`config.mk`:
```
export PLATFORM = sky130hd
export DESIGN_NAME = linear_interp_resampler_core_flat
export DESIGN_NICKNAME = d
export VERILOG_FILES = /design/src/lir_pkg.sv /design/src/lir_if.sv /design/src/linear_interp_resampler_core.sv /design/src/flat_wrapper.sv
export SDC_FILE = /design/constraint.sdc
export NUM_CORES = 2
export LEC_CHECK = 0
export BUFFER_PORTS_ARGS = -buffer_cell sky130_fd_sc_hd__buf_2
export CELL_PAD_IN_SITES_DETAIL_PLACEMENT = 1
export CELL_PAD_IN_SITES_GLOBAL_PLACEMENT = 2
export CORE_ASPECT_RATIO = 0.8
export CORE_UTILIZATION = 45
export CTS_CLUSTER_DIAMETER = 120
export DETAILED_ROUTE_END_ITERATION = 10
export PLACE_DENSITY_LB_ADDON = 0.1
export SYNTH_ARGS = -nofsm -noshare
export SYNTH_HDL_FRONTEND = slang
export SYNTH_SLANG_ARGS = --single-unit
```
`constraint.sdc`:
```
create_clock -name i_clk -period 20.3 [get_ports i_clk]
set_clock_uncertainty 0.2 [all_clocks]
set_input_delay 4.06 -clock i_clk [delete_from_list [all_inputs] [get_ports i_clk]]
set_output_delay 4.06 -clock i_clk [all_outputs]
set_load 0.05 [all_outputs]
```
`src/lir_pkg.sv`:
```
// Shared types and constants for the linear interpolation resampler.
package lir_pkg;

    // Field widths of the channels
    localparam int POINT_TIME_W  = 32;
    localparam int POINT_VALUE_W = 32;
    localparam int OUT_VALUE_W   = 32;
    localparam int OUT_INDEX_W   = 16;

    // Configuration port
    localparam int CFG_IDX_W  = 2;
    localparam int CFG_DATA_W = 32;
    localparam int MAX_OUT_W  = 16;

    localparam logic [CFG_IDX_W-1:0] CFG_START_TIME  = 2'd0;
    localparam logic [CFG_IDX_W-1:0] CFG_STEP_TIME   = 2'd1;
    localparam logic [CFG_IDX_W-1:0] CFG_MAX_OUTPUTS = 2'd2;

    // Register values after reset
    localparam logic [CFG_DATA_W-1:0] START_TIME_RST  = 32'd0;
    localparam logic [CFG_DATA_W-1:0] STEP_TIME_RST   = 32'd256;
    localparam logic [MAX_OUT_W-1:0]  MAX_OUTPUTS_RST = 16'hFFFF;

    // One source point
    typedef struct packed {
        logic [POINT_TIME_W-1:0]         point_time;
        logic signed [POINT_VALUE_W-1:0] point_value;
        logic                            first_point;
    } t_point;

    // One resampled output
    typedef struct packed {
        logic signed [OUT_VALUE_W-1:0] out_value;
        logic [OUT_INDEX_W-1:0]        out_index;
        logic                          last_of_run;
        logic                          cap_hit;
    } t_result;

endpackage

```
`src/lir_if.sv`:
```
// Valid/ready stream interfaces for source points and resampled outputs.
interface lir_point_if import lir_pkg::*; ();
    logic   valid;
    logic   ready;
    t_point data;

    modport source (output valid, output data, input ready);
    modport sink (input valid, input data, output ready);
endinterface

interface lir_result_if import lir_pkg::*; ();
    logic    valid;
    logic    ready;
    t_result data;

    modport source (output valid, output data, input ready);
    modport sink (input valid, input data, output ready);
endinterface

```
`src/linear_interp_resampler_core.sv`:
```
// Linear interpolation resampler: top level with sequencer and shared mul/divide unit.
//
// Usage:
//   i_point  : source points (time Q24.8, signed value, first_point) in time order.
//   o_result : resampled values on the grid start_time + n*step_time, each with its
//              index in the record, a last-of-run flag and a per-point cap flag.
//   i_cfg_*  : write-only register port (start_time, step_time, max_outputs);
//              write only while the block is idle.
// Processing:
//   A point that starts a record, or goes back in time, is only evaluated and stored.
//   Otherwise each interpolated output of the item passes through the shared
//   one-bit-per-cycle restoring divider unless its quotient saturates;
//   outputs on a zero-width segment skip the multiply and divide.
//   A run cut short by the per-point cap adds one more divider pass to
//   skip the remaining grid times (remainder from the same divider).
//   One item is processed at a time; i_point.ready is high only between items.
// Reset: synchronous, active low; configuration registers return to their defaults and the
//   next point starts a new record.
// Stall: a finished output waits in the output register; the sequencer holds
//   its next output until that register is taken.
module linear_interp_resampler_core import lir_pkg::*; #(
    parameter int MAX_PER_SEGMENT = 64,
    parameter int VALUE_BITS      = 32,
    parameter int TIME_BITS       = 32
) (
    input  logic                  i_clk,
    input  logic                  i_rst_n,
    lir_point_if.sink             i_point,
    lir_result_if.source          o_result,
    input  logic                  i_cfg_we,
    input  logic [CFG_IDX_W-1:0]  i_cfg_idx,
    input  logic [CFG_DATA_W-1:0] i_cfg_wdata
);

    // Derived widths
    localparam int TW = (TIME_BITS < POINT_TIME_W) ? TIME_BITS : POINT_TIME_W;
    localparam int GW = TW + 1;               // grid time
    localparam int VW = VALUE_BITS;
    localparam int QB = VW + 1;               // quotient bits before saturation
    localparam int PW = VW + GW;              // product
    localparam int NW = PW + 1;               // product plus rounding half
    localparam int SW = (QB > TW) ? QB : TW;  // divider dividend shifter
    localparam int CW = $clog2(SW + 1);
    localparam int MW = $clog2(MAX_PER_SEGMENT + 1);
    localparam int RW = QB + 2;               // signed result before clamp

    localparam logic signed [RW-1:0] VMAX = {{(RW-VW+1){1'b0}}, {(VW-1){1'b1}}};
    localparam logic signed [RW-1:0] VMIN = ~VMAX;

    // Sequencer states
    localparam logic [3:0] S_IDLE = 4'd0;
    localparam logic [3:0] S_EVAL = 4'd1;
    localparam logic [3:0] S_CAP  = 4'd2;
    localparam logic [3:0] S_TEST = 4'd3;
    localparam logic [3:0] S_ADD  = 4'd4;
    localparam logic [3:0] S_CHK  = 4'd5;
    localparam logic [3:0] S_DIV  = 4'd6;
    localparam logic [3:0] S_RES  = 4'd7;
    localparam logic [3:0] S_OUT  = 4'd8;
    localparam logic [3:0] S_SKIP = 4'd9;

    // Configuration
    logic [CFG_DATA_W-1:0] r_start;
    logic [CFG_DATA_W-1:0] r_step;
    logic [MAX_OUT_W-1:0]  r_max;

    // Record state
    logic [3:0]           r_state;
    logic                 r_have_prev;
    logic [TW-1:0]        r_prev_time;
    logic signed [VW-1:0] r_prev_value;
    logic [GW-1:0]        r_grid;
    logic [MAX_OUT_W-1:0] r_count;

    // Current item
    logic [TW-1:0]        r_t1;
    logic signed [VW-1:0] r_v1;
    logic                 r_first;
    logic [MW-1:0]        r_n;
    logic                 r_cap;

    // Arithmetic unit
    logic [PW-1:0]        r_prod;
    logic [NW-1:0]        r_num;
    logic                 r_neg;
    logic                 r_ovf;
    logic                 r_skip;
    logic [TW-1:0]        r_den;
    logic [TW-1:0]        r_rem;
    logic [SW-1:0]        r_sh;
    logic [QB-1:0]        r_quo;
    logic [CW-1:0]        r_dcnt;
    logic signed [VW-1:0] r_res;

    // Output register
    logic    r_out_valid;
    t_result r_out_data;

    // Combinational helpers
    logic                 w_in_acc;
    logic                 w_out_free;
    logic [TW-1:0]        w_step;
    logic [TW-1:0]        w_dt;
    logic                 w_g_before;
    logic [GW-1:0]        w_dg;
    logic signed [VW:0]   w_dv;
    logic [VW-1:0]        w_dvm;
    logic [GW-1:0]        w_mul_x;
    logic [VW-1:0]        w_mul_y;
    logic [PW-1:0]        w_mul;
    logic [PW:0]          w_cap_sum;
    logic [MAX_OUT_W:0]   w_cap_cnt;
    logic                 w_cap;
    logic                 w_more;
    logic [GW-1:0]        w_high;
    logic [TW:0]          w_dsh;
    logic                 w_dge;
    logic [TW:0]          w_ddiff;
    logic [QB-1:0]        w_q;
    logic signed [RW-1:0] w_v0x;
    logic signed [RW-1:0] w_qx;
    logic signed [RW-1:0] w_sum;
    logic signed [VW-1:0] w_sat;
    logic [GW:0]          n_grid;
    logic                 w_last;
    logic [TW-1:0]        w_rest;

    assign w_in_acc   = i_point.valid && i_point.ready;
    assign w_out_free = !r_out_valid || o_result.ready;

    // Grid step, zero treated as one
    assign w_step = (r_step[TW-1:0] == '0) ? TW'(1) : r_step[TW-1:0];

    // Segment geometry
    assign w_dt       = r_t1 - r_prev_time;
    assign w_g_before = r_grid < GW'(r_prev_time);
    assign w_dg       = w_g_before ? (GW'(r_prev_time) - r_grid) : (r_grid - GW'(r_prev_time));
    assign w_dv       = (VW+1)'(r_v1) - (VW+1)'(r_prev_value);
    assign w_dvm      = w_dv[VW] ? VW'(-w_dv) : w_dv[VW-1:0];

    // Shared multiplier: cap lookahead in EVAL, |dv| * |dg| otherwise
    assign w_mul_x = (r_state == S_EVAL) ? GW'(w_step) : w_dg;
    assign w_mul_y = (r_state == S_EVAL) ? VW'(MAX_PER_SEGMENT) : w_dvm;
    assign w_mul   = w_mul_x * w_mul_y;

    // Run gets capped if a full run still leaves a due grid time and room in the record
    assign w_cap_sum = (PW+1)'(r_grid) + (PW+1)'(r_prod);
    assign w_cap_cnt = (MAX_OUT_W+1)'(r_count) + (MAX_OUT_W+1)'(MAX_PER_SEGMENT);
    assign w_cap     = (w_cap_sum <= (PW+1)'(r_t1)) && (w_cap_cnt < (MAX_OUT_W+1)'(r_max));

    // Another output due on this point
    assign w_more = (r_grid <= GW'(r_t1)) && (r_count < r_max) &&
                    (r_n < MW'(MAX_PER_SEGMENT));

    // Restoring divider, one quotient bit per cycle
    assign w_high  = r_num[NW-1:QB];
    assign w_dsh   = {r_rem, r_sh[SW-1]};
    assign w_dge   = w_dsh >= {1'b0, r_den};
    assign w_ddiff = w_dsh - {1'b0, r_den};

    // Signed result and clamp to the value range
    assign w_q   = r_ovf ? '1 : r_quo;
    assign w_v0x = RW'(r_prev_value);
    assign w_qx  = $signed(RW'(w_q));
    assign w_sum = r_neg ? (w_v0x - w_qx) : (w_v0x + w_qx);
    assign w_sat = (w_sum > VMAX) ? VMAX[VW-1:0] :
                   (w_sum < VMIN) ? VMIN[VW-1:0] : w_sum[VW-1:0];

    // Grid advance and end-of-run detection
    assign n_grid = (GW+1)'(r_grid) + (GW+1)'(w_step);
    assign w_last = (n_grid > (GW+1)'(r_t1)) ||
                    ((MAX_OUT_W+1)'(r_count) + 1'b1 == (MAX_OUT_W+1)'(r_max)) ||
                    ((MW+1)'(r_n) + 1'b1 == (MW+1)'(MAX_PER_SEGMENT));

    // Distance left to cover when skipping capped grid times
    assign w_rest = r_t1 - r_grid[TW-1:0];

    // Configuration registers
    always_ff @(posedge i_clk) begin
        if (!i_rst_n) begin
            r_start <= START_TIME_RST;
            r_step  <= STEP_TIME_RST;
            r_max   <= MAX_OUTPUTS_RST;
        end else if (i_cfg_we) begin
            case (i_cfg_idx)
                CFG_START_TIME:  r_start <= i_cfg_wdata;
                CFG_STEP_TIME:   r_step  <= i_cfg_wdata;
                CFG_MAX_OUTPUTS: r_max   <= i_cfg_wdata[MAX_OUT_W-1:0];
                default: ;
            endcase
        end
    end

    // Output register
    always_ff @(posedge i_clk) begin
        if (!i_rst_n) begin
            r_out_valid <= 1'b0;
        end else if (r_state == S_OUT && w_out_free) begin
            r_out_valid <= 1'b1;
        end else if (o_result.ready) begin
            r_out_valid <= 1'b0;
        end
    end

    always_ff @(posedge i_clk) begin
        if (r_state == S_OUT && w_out_free) begin
            r_out_data.out_value   <= OUT_VALUE_W'(r_res);
            r_out_data.out_index   <= r_count;
            r_out_data.last_of_run <= w_last;
            r_out_data.cap_hit     <= r_cap;
        end
    end

    // Sequencer control
    always_ff @(posedge i_clk) begin
        if (!i_rst_n) begin
            r_state     <= S_IDLE;
            r_have_prev <= 1'b0;
        end else begin
            case (r_state)
                S_IDLE: begin
                    if (w_in_acc) r_state <= S_EVAL;
                end
                S_EVAL: begin
                    if (r_first || !r_have_prev || r_t1 < r_prev_time) begin
                        r_state <= S_IDLE;
                    end else begin
                        r_state <= S_CAP;
                    end
                    r_have_prev <= 1'b1;
                end
                S_CAP: r_state <= S_TEST;
                S_TEST: begin
                    if (w_more) begin
                        r_state <= (w_dt == '0) ? S_OUT : S_ADD;
                    end else if (r_cap) begin
                        r_state <= S_DIV;
                    end else begin
                        r_state <= S_IDLE;
                    end
                end
                S_ADD: r_state <= S_CHK;
                S_CHK: r_state <= (w_high >= GW'(w_dt)) ? S_RES : S_DIV;
                S_DIV: begin
                    if (r_dcnt == CW'(1)) r_state <= r_skip ? S_SKIP : S_RES;
                end
                S_RES: r_state <= S_OUT;
                S_OUT: begin
                    if (w_out_free) r_state <= S_TEST;
                end
                S_SKIP: r_state <= S_IDLE;
                default: r_state <= S_IDLE;
            endcase
        end
    end

    // Sequencer datapath
    always_ff @(posedge i_clk) begin
        case (r_state)
            S_IDLE: begin
                if (w_in_acc) begin
                    r_t1    <= i_point.data.point_time[TW-1:0];
                    r_v1    <= i_point.data.point_value[VW-1:0];
                    r_first <= i_point.data.first_point;
                end
            end
            S_EVAL: begin
                // New record, or time went backwards: just take the point
                if (r_first || !r_have_prev) begin
                    r_prev_time  <= r_t1;
                    r_prev_value <= r_v1;
                    r_grid       <= GW'(r_start[TW-1:0]);
                    r_count      <= '0;
                end else if (r_t1 < r_prev_time) begin
                    r_prev_time  <= r_t1;
                    r_prev_value <= r_v1;
                end
                r_prod <= w_mul;
                r_n    <= '0;
            end
            S_CAP: r_cap <= w_cap;
            S_TEST: begin
                if (w_more) begin
                    r_res  <= r_v1;
                    r_prod <= w_mul;
                    r_neg  <= w_g_before ^ w_dv[VW];
                end else begin
                    // Run over: load remainder pass for the skip, take the point
                    r_skip       <= 1'b1;
                    r_rem        <= '0;
                    r_den        <= w_step;
                    r_sh         <= SW'(w_rest) << (SW - TW);
                    r_dcnt       <= CW'(TW);
                    r_prev_time  <= r_t1;
                    r_prev_value <= r_v1;
                end
            end
            S_ADD: r_num <= NW'(r_prod) + NW'(w_dt >> 1);
            S_CHK: begin
                r_ovf  <= w_high >= GW'(w_dt);
                r_skip <= 1'b0;
                r_rem  <= w_high[TW-1:0];
                r_den  <= w_dt;
                r_sh   <= SW'(r_num[QB-1:0]) << (SW - QB);
                r_dcnt <= CW'(QB);
            end
            S_DIV: begin
                r_rem  <= w_dge ? w_ddiff[TW-1:0] : w_dsh[TW-1:0];
                r_sh   <= r_sh << 1;
                r_quo  <= {r_quo[QB-2:0], w_dge};
                r_dcnt <= r_dcnt - 1'b1;
            end
            S_RES: r_res <= w_sat;
            S_OUT: begin
                if (w_out_free) begin
                    r_grid  <= n_grid[GW-1:0];
                    r_count <= r_count + 1'b1;
                    r_n     <= r_n + 1'b1;
                end
            end
            // First grid time after the point: t1 - ((t1 - g) mod step) + step
            S_SKIP: r_grid <= GW'(r_t1) - GW'(r_rem) + GW'(w_step);
            default: ;
        endcase
    end

    assign i_point.ready  = (r_state == S_IDLE);
    assign o_result.valid = r_out_valid;
    assign o_result.data  = r_out_data;

    // An accepted item always goes to evaluation next
    a_accept_eval: assert property (@(posedge i_clk) disable iff (!i_rst_n)
        w_in_acc |=> r_state == S_EVAL)
        else $error("accepted item not evaluated");

    // Divider remainder stays below the divisor
    a_div_rem: assert property (@(posedge i_clk) disable iff (!i_rst_n)
        r_state == S_DIV |-> r_rem < r_den)
        else $error("divider remainder out of range");

    // No output is loaded once the record limit is reached
    a_rec_limit: assert property (@(posedge i_clk) disable iff (!i_rst_n)
        (r_state == S_OUT && w_out_free) |-> r_count < r_max)
        else $error("output beyond max_outputs");

    // Per-point output count never passes the cap
    a_seg_cap: assert property (@(posedge i_clk) disable iff (!i_rst_n)
        (r_state == S_OUT) |-> r_n < MW'(MAX_PER_SEGMENT))
        else $error("output beyond per-point cap");

endmodule

```
`src/flat_wrapper.sv`:
```
// flat-port wrapper written by rule: the top's interface ports become plain ports
module linear_interp_resampler_core_flat import lir_pkg::*;
#(
    parameter int MAX_PER_SEGMENT = 64,
    parameter int VALUE_BITS      = 32,
    parameter int TIME_BITS       = 32
)
  (i_clk, i_rst_n, i_cfg_we, i_cfg_idx, i_cfg_wdata, i_point_valid, i_point_data, i_point_ready, o_result_valid, o_result_data, o_result_ready);
  lir_point_if i_point_i ();
  lir_result_if o_result_i ();
  input  logic i_clk;
  input  logic i_rst_n;
  input  logic i_cfg_we;
  input  logic [CFG_IDX_W-1:0] i_cfg_idx;
  input  logic [CFG_DATA_W-1:0] i_cfg_wdata;
  input wire logic [$bits(i_point_i.valid)-1:0] i_point_valid;
  input wire logic [$bits(i_point_i.data)-1:0] i_point_data;
  output wire logic [$bits(i_point_i.ready)-1:0] i_point_ready;
  output wire logic [$bits(o_result_i.valid)-1:0] o_result_valid;
  output wire logic [$bits(o_result_i.data)-1:0] o_result_data;
  input wire logic [$bits(o_result_i.ready)-1:0] o_result_ready;
  assign i_point_i.valid = i_point_valid;
  assign i_point_i.data = i_point_data;
  assign i_point_ready = i_point_i.ready;
  assign o_result_valid = o_result_i.valid;
  assign o_result_data = o_result_i.data;
  assign o_result_i.ready = o_result_ready;
  linear_interp_resampler_core #(.MAX_PER_SEGMENT(MAX_PER_SEGMENT), .VALUE_BITS(VALUE_BITS), .TIME_BITS(TIME_BITS)) u_core (.i_clk(i_clk), .i_rst_n(i_rst_n), .i_point(i_point_i), .o_result(o_result_i), .i_cfg_we(i_cfg_we), .i_cfg_idx(i_cfg_idx), .i_cfg_wdata(i_cfg_wdata));
endmodule
```
### Word-level counts from Yosys, hierarchy flattened

Cells that the tools add are included.

| word-level totals | value |
|---|---|
| bits in registers | 624 |
| input port bits | 104 |
| output and inout bits | 52 |
| word-level logic and storage cells | 174 |

| operators by class | value |
|---|---|
| $add $sub $neg | 20 |
| $mul | 1 |
| order comparisons | 12 |
| equality and inequality tests | 21 |
| muxes and demuxes | 52 |
| bitwise operators | 1 |
| reductions and logical operators | 37 |

Operator list:

| cell | number |
|---|---|
| two-way mux 32 bit | 15 |
| one-hot mux 32 bit (2 select lines) | 4 |
| two-way mux 33 bit | 6 |
| one-hot mux 33 bit (3 select lines) | 2 |
| one-hot mux 65 bit (2 select lines) | 1 |
| one-hot mux 32 bit (3 select lines) | 1 |
| subtractor 32 bit | 3 |
| adder 33 x 65 -> 66 bit | 1 |
| adder 65 x 31 -> 66 bit | 1 |
| >= comparator 33 x 32 -> 1 bit | 2 |
| less-or-equal comparator 66 x 32 -> 1 bit | 1 |
| subtractor 32 x 32 -> 33 bit | 2 |
| multiplier 33 x 32 -> 65 bit | 1 |
| two-way mux 65 bit | 1 |
| zero test 32 bit | 2 |
| one-hot mux 4 bit (9 select lines) | 1 |
| adder 32 x 34 -> 35 bit | 1 |
| greater-than comparator 35 x 32 -> 1 bit, second input constant | 1 |
| < comparator 35 x 32 -> 1 bit, second input constant | 1 |
| two-way mux 35 bit | 1 |
| subtractor 32 x 34 -> 35 bit | 1 |
| adder 33 x 32 -> 34 bit | 1 |
| greater-than comparator 34 x 32 -> 1 bit | 1 |
| adder 33 x 32 -> 33 bit | 1 |
| other kinds (48) | 92 |

### Depth between registers and ports, before layout

| logic depth | value |
|---|---|
| depth after elaboration | 7 |
| gate-level depth with buffers | 46 |
| depth with buffers taken out | 43 |

### Worst setup path after synthesis

Ideal clock, no wire load.

| timing | value |
|---|---|
| path kind | reg-to-reg |
| start | reg u_core.r_prev_value[0] |
| end | reg u_core.r_prod[61], data pin |
| library setup time | 0.276 ns |
| arrival time | 10.846 ns |
| required time | 19.824 ns |
| setup slack | 8.978 ns |
| stages on the path, launching flop included | 43 |
| path buffers | 2 |
| clock period less this slack | 11.322 ns |
| cell sequence | edfxtp_1 > ha_1 > fa_1 > nand2b_1 > a21o_1 > a211oi_2 > nor3b_1 > xor2_1 > nand4b_1 > nor3b_2 > or4b_1 > o41ai_2 > xor2_2 > or2_1 > buf_4 > nor2_1 > fa_1 > inv_1 > (+7 left out) > fa_1 > fa_1 > inv_1 > fa_1 > inv_1 > ha_1 > clkbuf_1 > a21o_1 > a21oi_1 > nor3_1 > or4_1 > o2111ai_1 > a31oi_1 > a21o_1 > a21oi_1 > nand3b_1 > o311ai_0 > xor2_1 |

| on the way | value |
|---|---|
| word-level cells in the longest chain between the ends | 7 |

RTL lines:

| element | line | text |
|---|---|---|
| start: declaration | linear_interp_resampler_core.sv:71 | `logic signed [VW-1:0] r_prev_value;` |
| start signal: assignment | linear_interp_resampler_core.sv:271 | `r_prev_value <= r_v1;` |
| start signal: assignment | linear_interp_resampler_core.sv:276 | `r_prev_value <= r_v1;` |
| start signal: assignment | linear_interp_resampler_core.sv:295 | `r_prev_value <= r_v1;` |
| subtractor 32 x 32 -> 33 bit * | linear_interp_resampler_core.sv:138 | `assign w_dv = (VW+1)'(r_v1) - (VW+1)'(r_prev_value);` |
| negator 32 bit | linear_interp_resampler_core.sv:139 | `assign w_dvm = w_dv[VW] ? VW'(-w_dv) : w_dv[VW-1:0];` |
| two-way mux 32 bit * | linear_interp_resampler_core.sv:139 |  |
| two-way mux 32 bit * | linear_interp_resampler_core.sv:143 | `assign w_mul_y = (r_state == S_EVAL) ? VW'(MAX_PER_SEGMENT) : w_dvm;` |
| multiplier 33 x 32 -> 65 bit * | linear_interp_resampler_core.sv:144 | `assign w_mul = w_mul_x * w_mul_y;` |
| named net u_core.w_mul[61] | linear_interp_resampler_core.sv:110 | `logic [PW-1:0] w_mul;` |
| two-way mux 65 bit | linear_interp_resampler_core.sv:283 | `if (w_more) begin` |
| one-hot mux 65 bit (2 select lines) * | linear_interp_resampler_core.sv:259 | `case (r_state)` |
| end signal: assignment | linear_interp_resampler_core.sv:278 | `r_prod <= w_mul;` |
| end signal: assignment | linear_interp_resampler_core.sv:285 | `r_prod <= w_mul;` |
| end: declaration | linear_interp_resampler_core.sv:83 | `logic [PW-1:0] r_prod;` |

The timed path passes the listed nets; every way through them passes the cells marked *. The select of a mux whose other input is x is not followed.
A chain may end at the register's enable or synchronous reset.

### Final worst setup path

| timing | value |
|---|---|
| start | reg u_core.r_v1[0] |
| end | reg u_core.r_prod[61], data pin |

| on the way | value |
|---|---|
| word-level cells in the longest chain between the ends | 7 |

RTL lines:

| element | line | text |
|---|---|---|
| start: declaration | linear_interp_resampler_core.sv:77 | `logic signed [VW-1:0] r_v1;` |
| start signal: assignment | linear_interp_resampler_core.sv:263 | `r_v1 <= i_point.data.point_value[VW-1:0];` |
| subtractor 32 x 32 -> 33 bit * | linear_interp_resampler_core.sv:138 |  |
| negator 32 bit | linear_interp_resampler_core.sv:139 |  |
| two-way mux 32 bit * | linear_interp_resampler_core.sv:139 |  |
| two-way mux 32 bit * | linear_interp_resampler_core.sv:143 |  |
| multiplier 33 x 32 -> 65 bit * | linear_interp_resampler_core.sv:144 |  |
| named net u_core.w_mul[61] | linear_interp_resampler_core.sv:110 |  |
| two-way mux 65 bit | linear_interp_resampler_core.sv:283 |  |
| one-hot mux 65 bit (2 select lines) * | linear_interp_resampler_core.sv:259 |  |

Marked as above.

==> summary.md <==
| Metric | Value |
|---|---|
| Number of remaining DRC errors | `0` |
| Crit start category | `flip-flop` |
| Critical-path top delay cell | `and2_1` |
| Hold_buf cts | `0` |
| Initial antenna violation count | `45` |
| Cell mode on critical path | `fa_1` |
| Total track usage | `0.389` |
| Top cell type's share of synthesized area | `0.233` |
| Worst Tran Pin Value | `1630 ps` |
| CTS Buf Count | `80` |
| Critical path type | `flip-flop to flip-flop` |
| Fin. max-slew vios | `8` |
| Max Cap Viol | `2` |
| Max Clock Freq | `0.0671 GHz` |
| Bufs on Longest Clock Path | `3` |
| 1st-pass router iterations | `5` |
| Clk_lat worst skew | `740 ps` |
| CP required | `20540 ps` |
| Fill cells | `21200` |
| Status | `complete, but fails checks` |
| Global routing's busiest layer | `met1` |
| Via count | `72500` |
| Post-synth EDFFs | `538` |
| Die Wd | `482 µm` |
| Io pins | `156` |
| Final Hold Fails | `0` |
| Avg WL per Cell | `30.4 µm` |
| Row count | `140` |
| Slowest cell delay on critical path | `930 ps` |
| Most frequent cells in the layout | `inv_1 (1469), nand2_1 (1375), fa_1 (968)` |
| Unrepaired setup endpoints after global routing | `false` |
| Grt ovf | `0` |
| Avg Cell Area, Syn | `8.83 µm²` |
| CP Data Arrival Time | `15150 ps` |
| Synth area leaders | `fa_1 (23%), edfxtp_1 (19%), ha_1 (12%)` |
| Yosys top cell by area | `fa_1` |
| Commonest non-fill, non-tap cell in the layout | `inv_1` |
| Register bit total from synthesis | `624` |
| Critical Path Fanout Max | `18` |
| Final #Nets | `11300` |
| Failing checks | `capacitance limit, slew limit` |
| Async SR Flop Fraction | `0` |
| Grt met1 use | `0.568` |
| Cells after Synth | `9402` |
| Post-synthesis net count | `11300` |
| Crit. End Element | `flip-flop` |
| Global-route wire length before repair | `522 mm` |
| Area of the multi-input gates | `0.0585 mm²` |
| Worst Hold Class | `flip-flop to flip-flop` |
| Clk slew on worst S/H paths | `60 ps` |
| Post-Syn Area | `0.0831 mm²` |
| Tmin final | `14910 ps` |
| H-tree depth | `3` |
| Post-CTS Setup Bufs | `0` |
| Top FF cell, synth | `edfxtp_1` |
| Vias in the first global route | `74000` |
| Total negative slack | `0 ps` |
| Die footprint | `0.186 mm²` |
| Post-cts sizing count | `0` |
| GPL Wtd Cong | `1.04` |
| Period utilisation layout | `0.734` |
| FF/Latch Area | `0.0179 mm²` |
| DRT antenna net count | `0` |
| # clock sinks | `624` |
| CTS tree | `done` |
| Yosys warnings | `0` |
| Detailed-route wire length | `362 mm` |
| Post-synthesis sequential area ratio | `0.215` |
| Core area | `0.183 mm²` |
| Drt via density | `6.09` |
| Port Buf Inserts | `155` |
| Die Span Y | `386 µm` |
| Layout Area Growth over Synthesis | `8.27%` |
| GR Util met3 | `0.0991` |
| Initial core utilization | `0.455` |
| CTS root buf | `clkbuf_16` |
| Final HPWL from detailed placement | `294 mm` |
| Relative slew slack | `-0.0937` |
| Largest net degree at the start of global routing | `85` |
| Synth cell types | `100` |
| Drt initial violations | `6880` |
| Layout cells sized above 1 | `0.0648` |
| Endpoints failing setup | `0` |
| Global routing met2 resource utilization | `0.556` |
## logic make-up (layout without fill, tap and decap cells)
kind of cell | after synthesis | in the layout | synth area share
AOI/OAI and AO/OA | 1817 | 1817 | 0.141
xor gates and xnor gates | 434 | 434 | 0.0459
adders and majority gates | 1747 | 1747 | 0.351
buffers and inverters | 1873 | 1953 | 0.0849
DFF | 624 | 624 | 0.215
muxes | 60 | 60 | 0.00738
other | 0 | 12 | 0
and+or+nand+nor | 2847 | 2847 | 0.155
## stage by stage
stage | utilization | hold WS (ps) | instances | setup WS [ps] | area (µm²)
after global placement | 0.476 | 200 | 11700 | 6050 | 87000
after floorplan | - | 200 | 9402 | 8980 | 83100
after global routing | 0.492 | 228 | 11900 | 5050 | 89900
after detailed placement | 0.476 | 206 | 11700 | 5810 | 87000
after CTS | 0.492 | 217 | 11900 | 5750 | 89900
final | 0.492 | 218 | 11900 | 5390 | 89900
## path summary, 6_finish.rpt
kind / from / endpoint / slack [ps] / cells after the start
worst min register to register: u_core.r_res[14] / u_core.o_result.data[32] / 220 / 0
worst min-delay path: u_core.r_res[14] / u_core.o_result.data[32] / 220 / 0
worst max-delay path: u_core.r_v1[0] / u_core.r_prod[61] / 5390 / 37
worst max register to register: u_core.r_v1[0] / u_core.r_prod[61] / 5390 / 37
## area by class of cell
cell class                      instances  share of cell area
Clock inverter                         52             0.00843
Clock buffer                           96              0.0235
Inverter                             1472              0.0615
Sequential cell                       624               0.199
Tap cell                             2414              0.0336
Multi-Input combinational cell       6905               0.650
Timing Repair Buffer                  333              0.0235
Antenna cell                           12            0.000334
## flip-flops by register name (all words and copies together), names as in the netlist, 33 cells and up
name	cells
u_core.o_result.data	50
u_core.r_grid	33
u_core.r_num	66
u_core.r_prod	65
u_core.r_quo	33
u_core.r_sh	33
## worst max-delay path, delay by kind of cell (launching register included)
family / cells / cell delay, ps
and+or+nand+nor: 9 / 3380
adders and majority gates: 11 / 5320
xor gates and xnor gates: 2 / 720
buffers and inverters: 4 / 250
DFF: 1 / 340
AOI/OAI and AO/OA: 11 / 4400
## cell usage after synthesis, drive strengths merged (12+ instances only)
master   count
o22ai       23
o2111ai     12
nor2b       65
a221oi      17
nor4        42
a31o        12
dfxtp       86
and4        16
o311ai      12
xor2       153
a21o       229
a31oi       49
o21ai      397
nand4       89
o21a       101
and3       114
or2         32
a211o       12
mux2i       53
nand2b      89
xnor2      281
a22oi       39
clkbuf     363
o211ai      59
nand3      127
nand2     1379
nor3       136
nor2       567
a2111oi     15
inv       1471
or3         48
a211oi      57
a21boi      91
a21oi      494
o31ai       43
edfxtp     538
fa         968
and2        78
a22o        16
o21bai      48
buf         38
ha         779
## metal layers
metal / routed length [µm] / share of wire / up-vias
met1: 161000 / 0.44 / 37400
met3: 38300 / 0.11 / 620
li1: - / - / 31200
met4: 13500 / 0.037 / 24
met2: 149000 / 0.41 / 3239
met5: 179 / 0.00049 / -
Power is not shown: default switching activity piles up to over one toggle a cycle in this logic, so the estimate is an artifact.
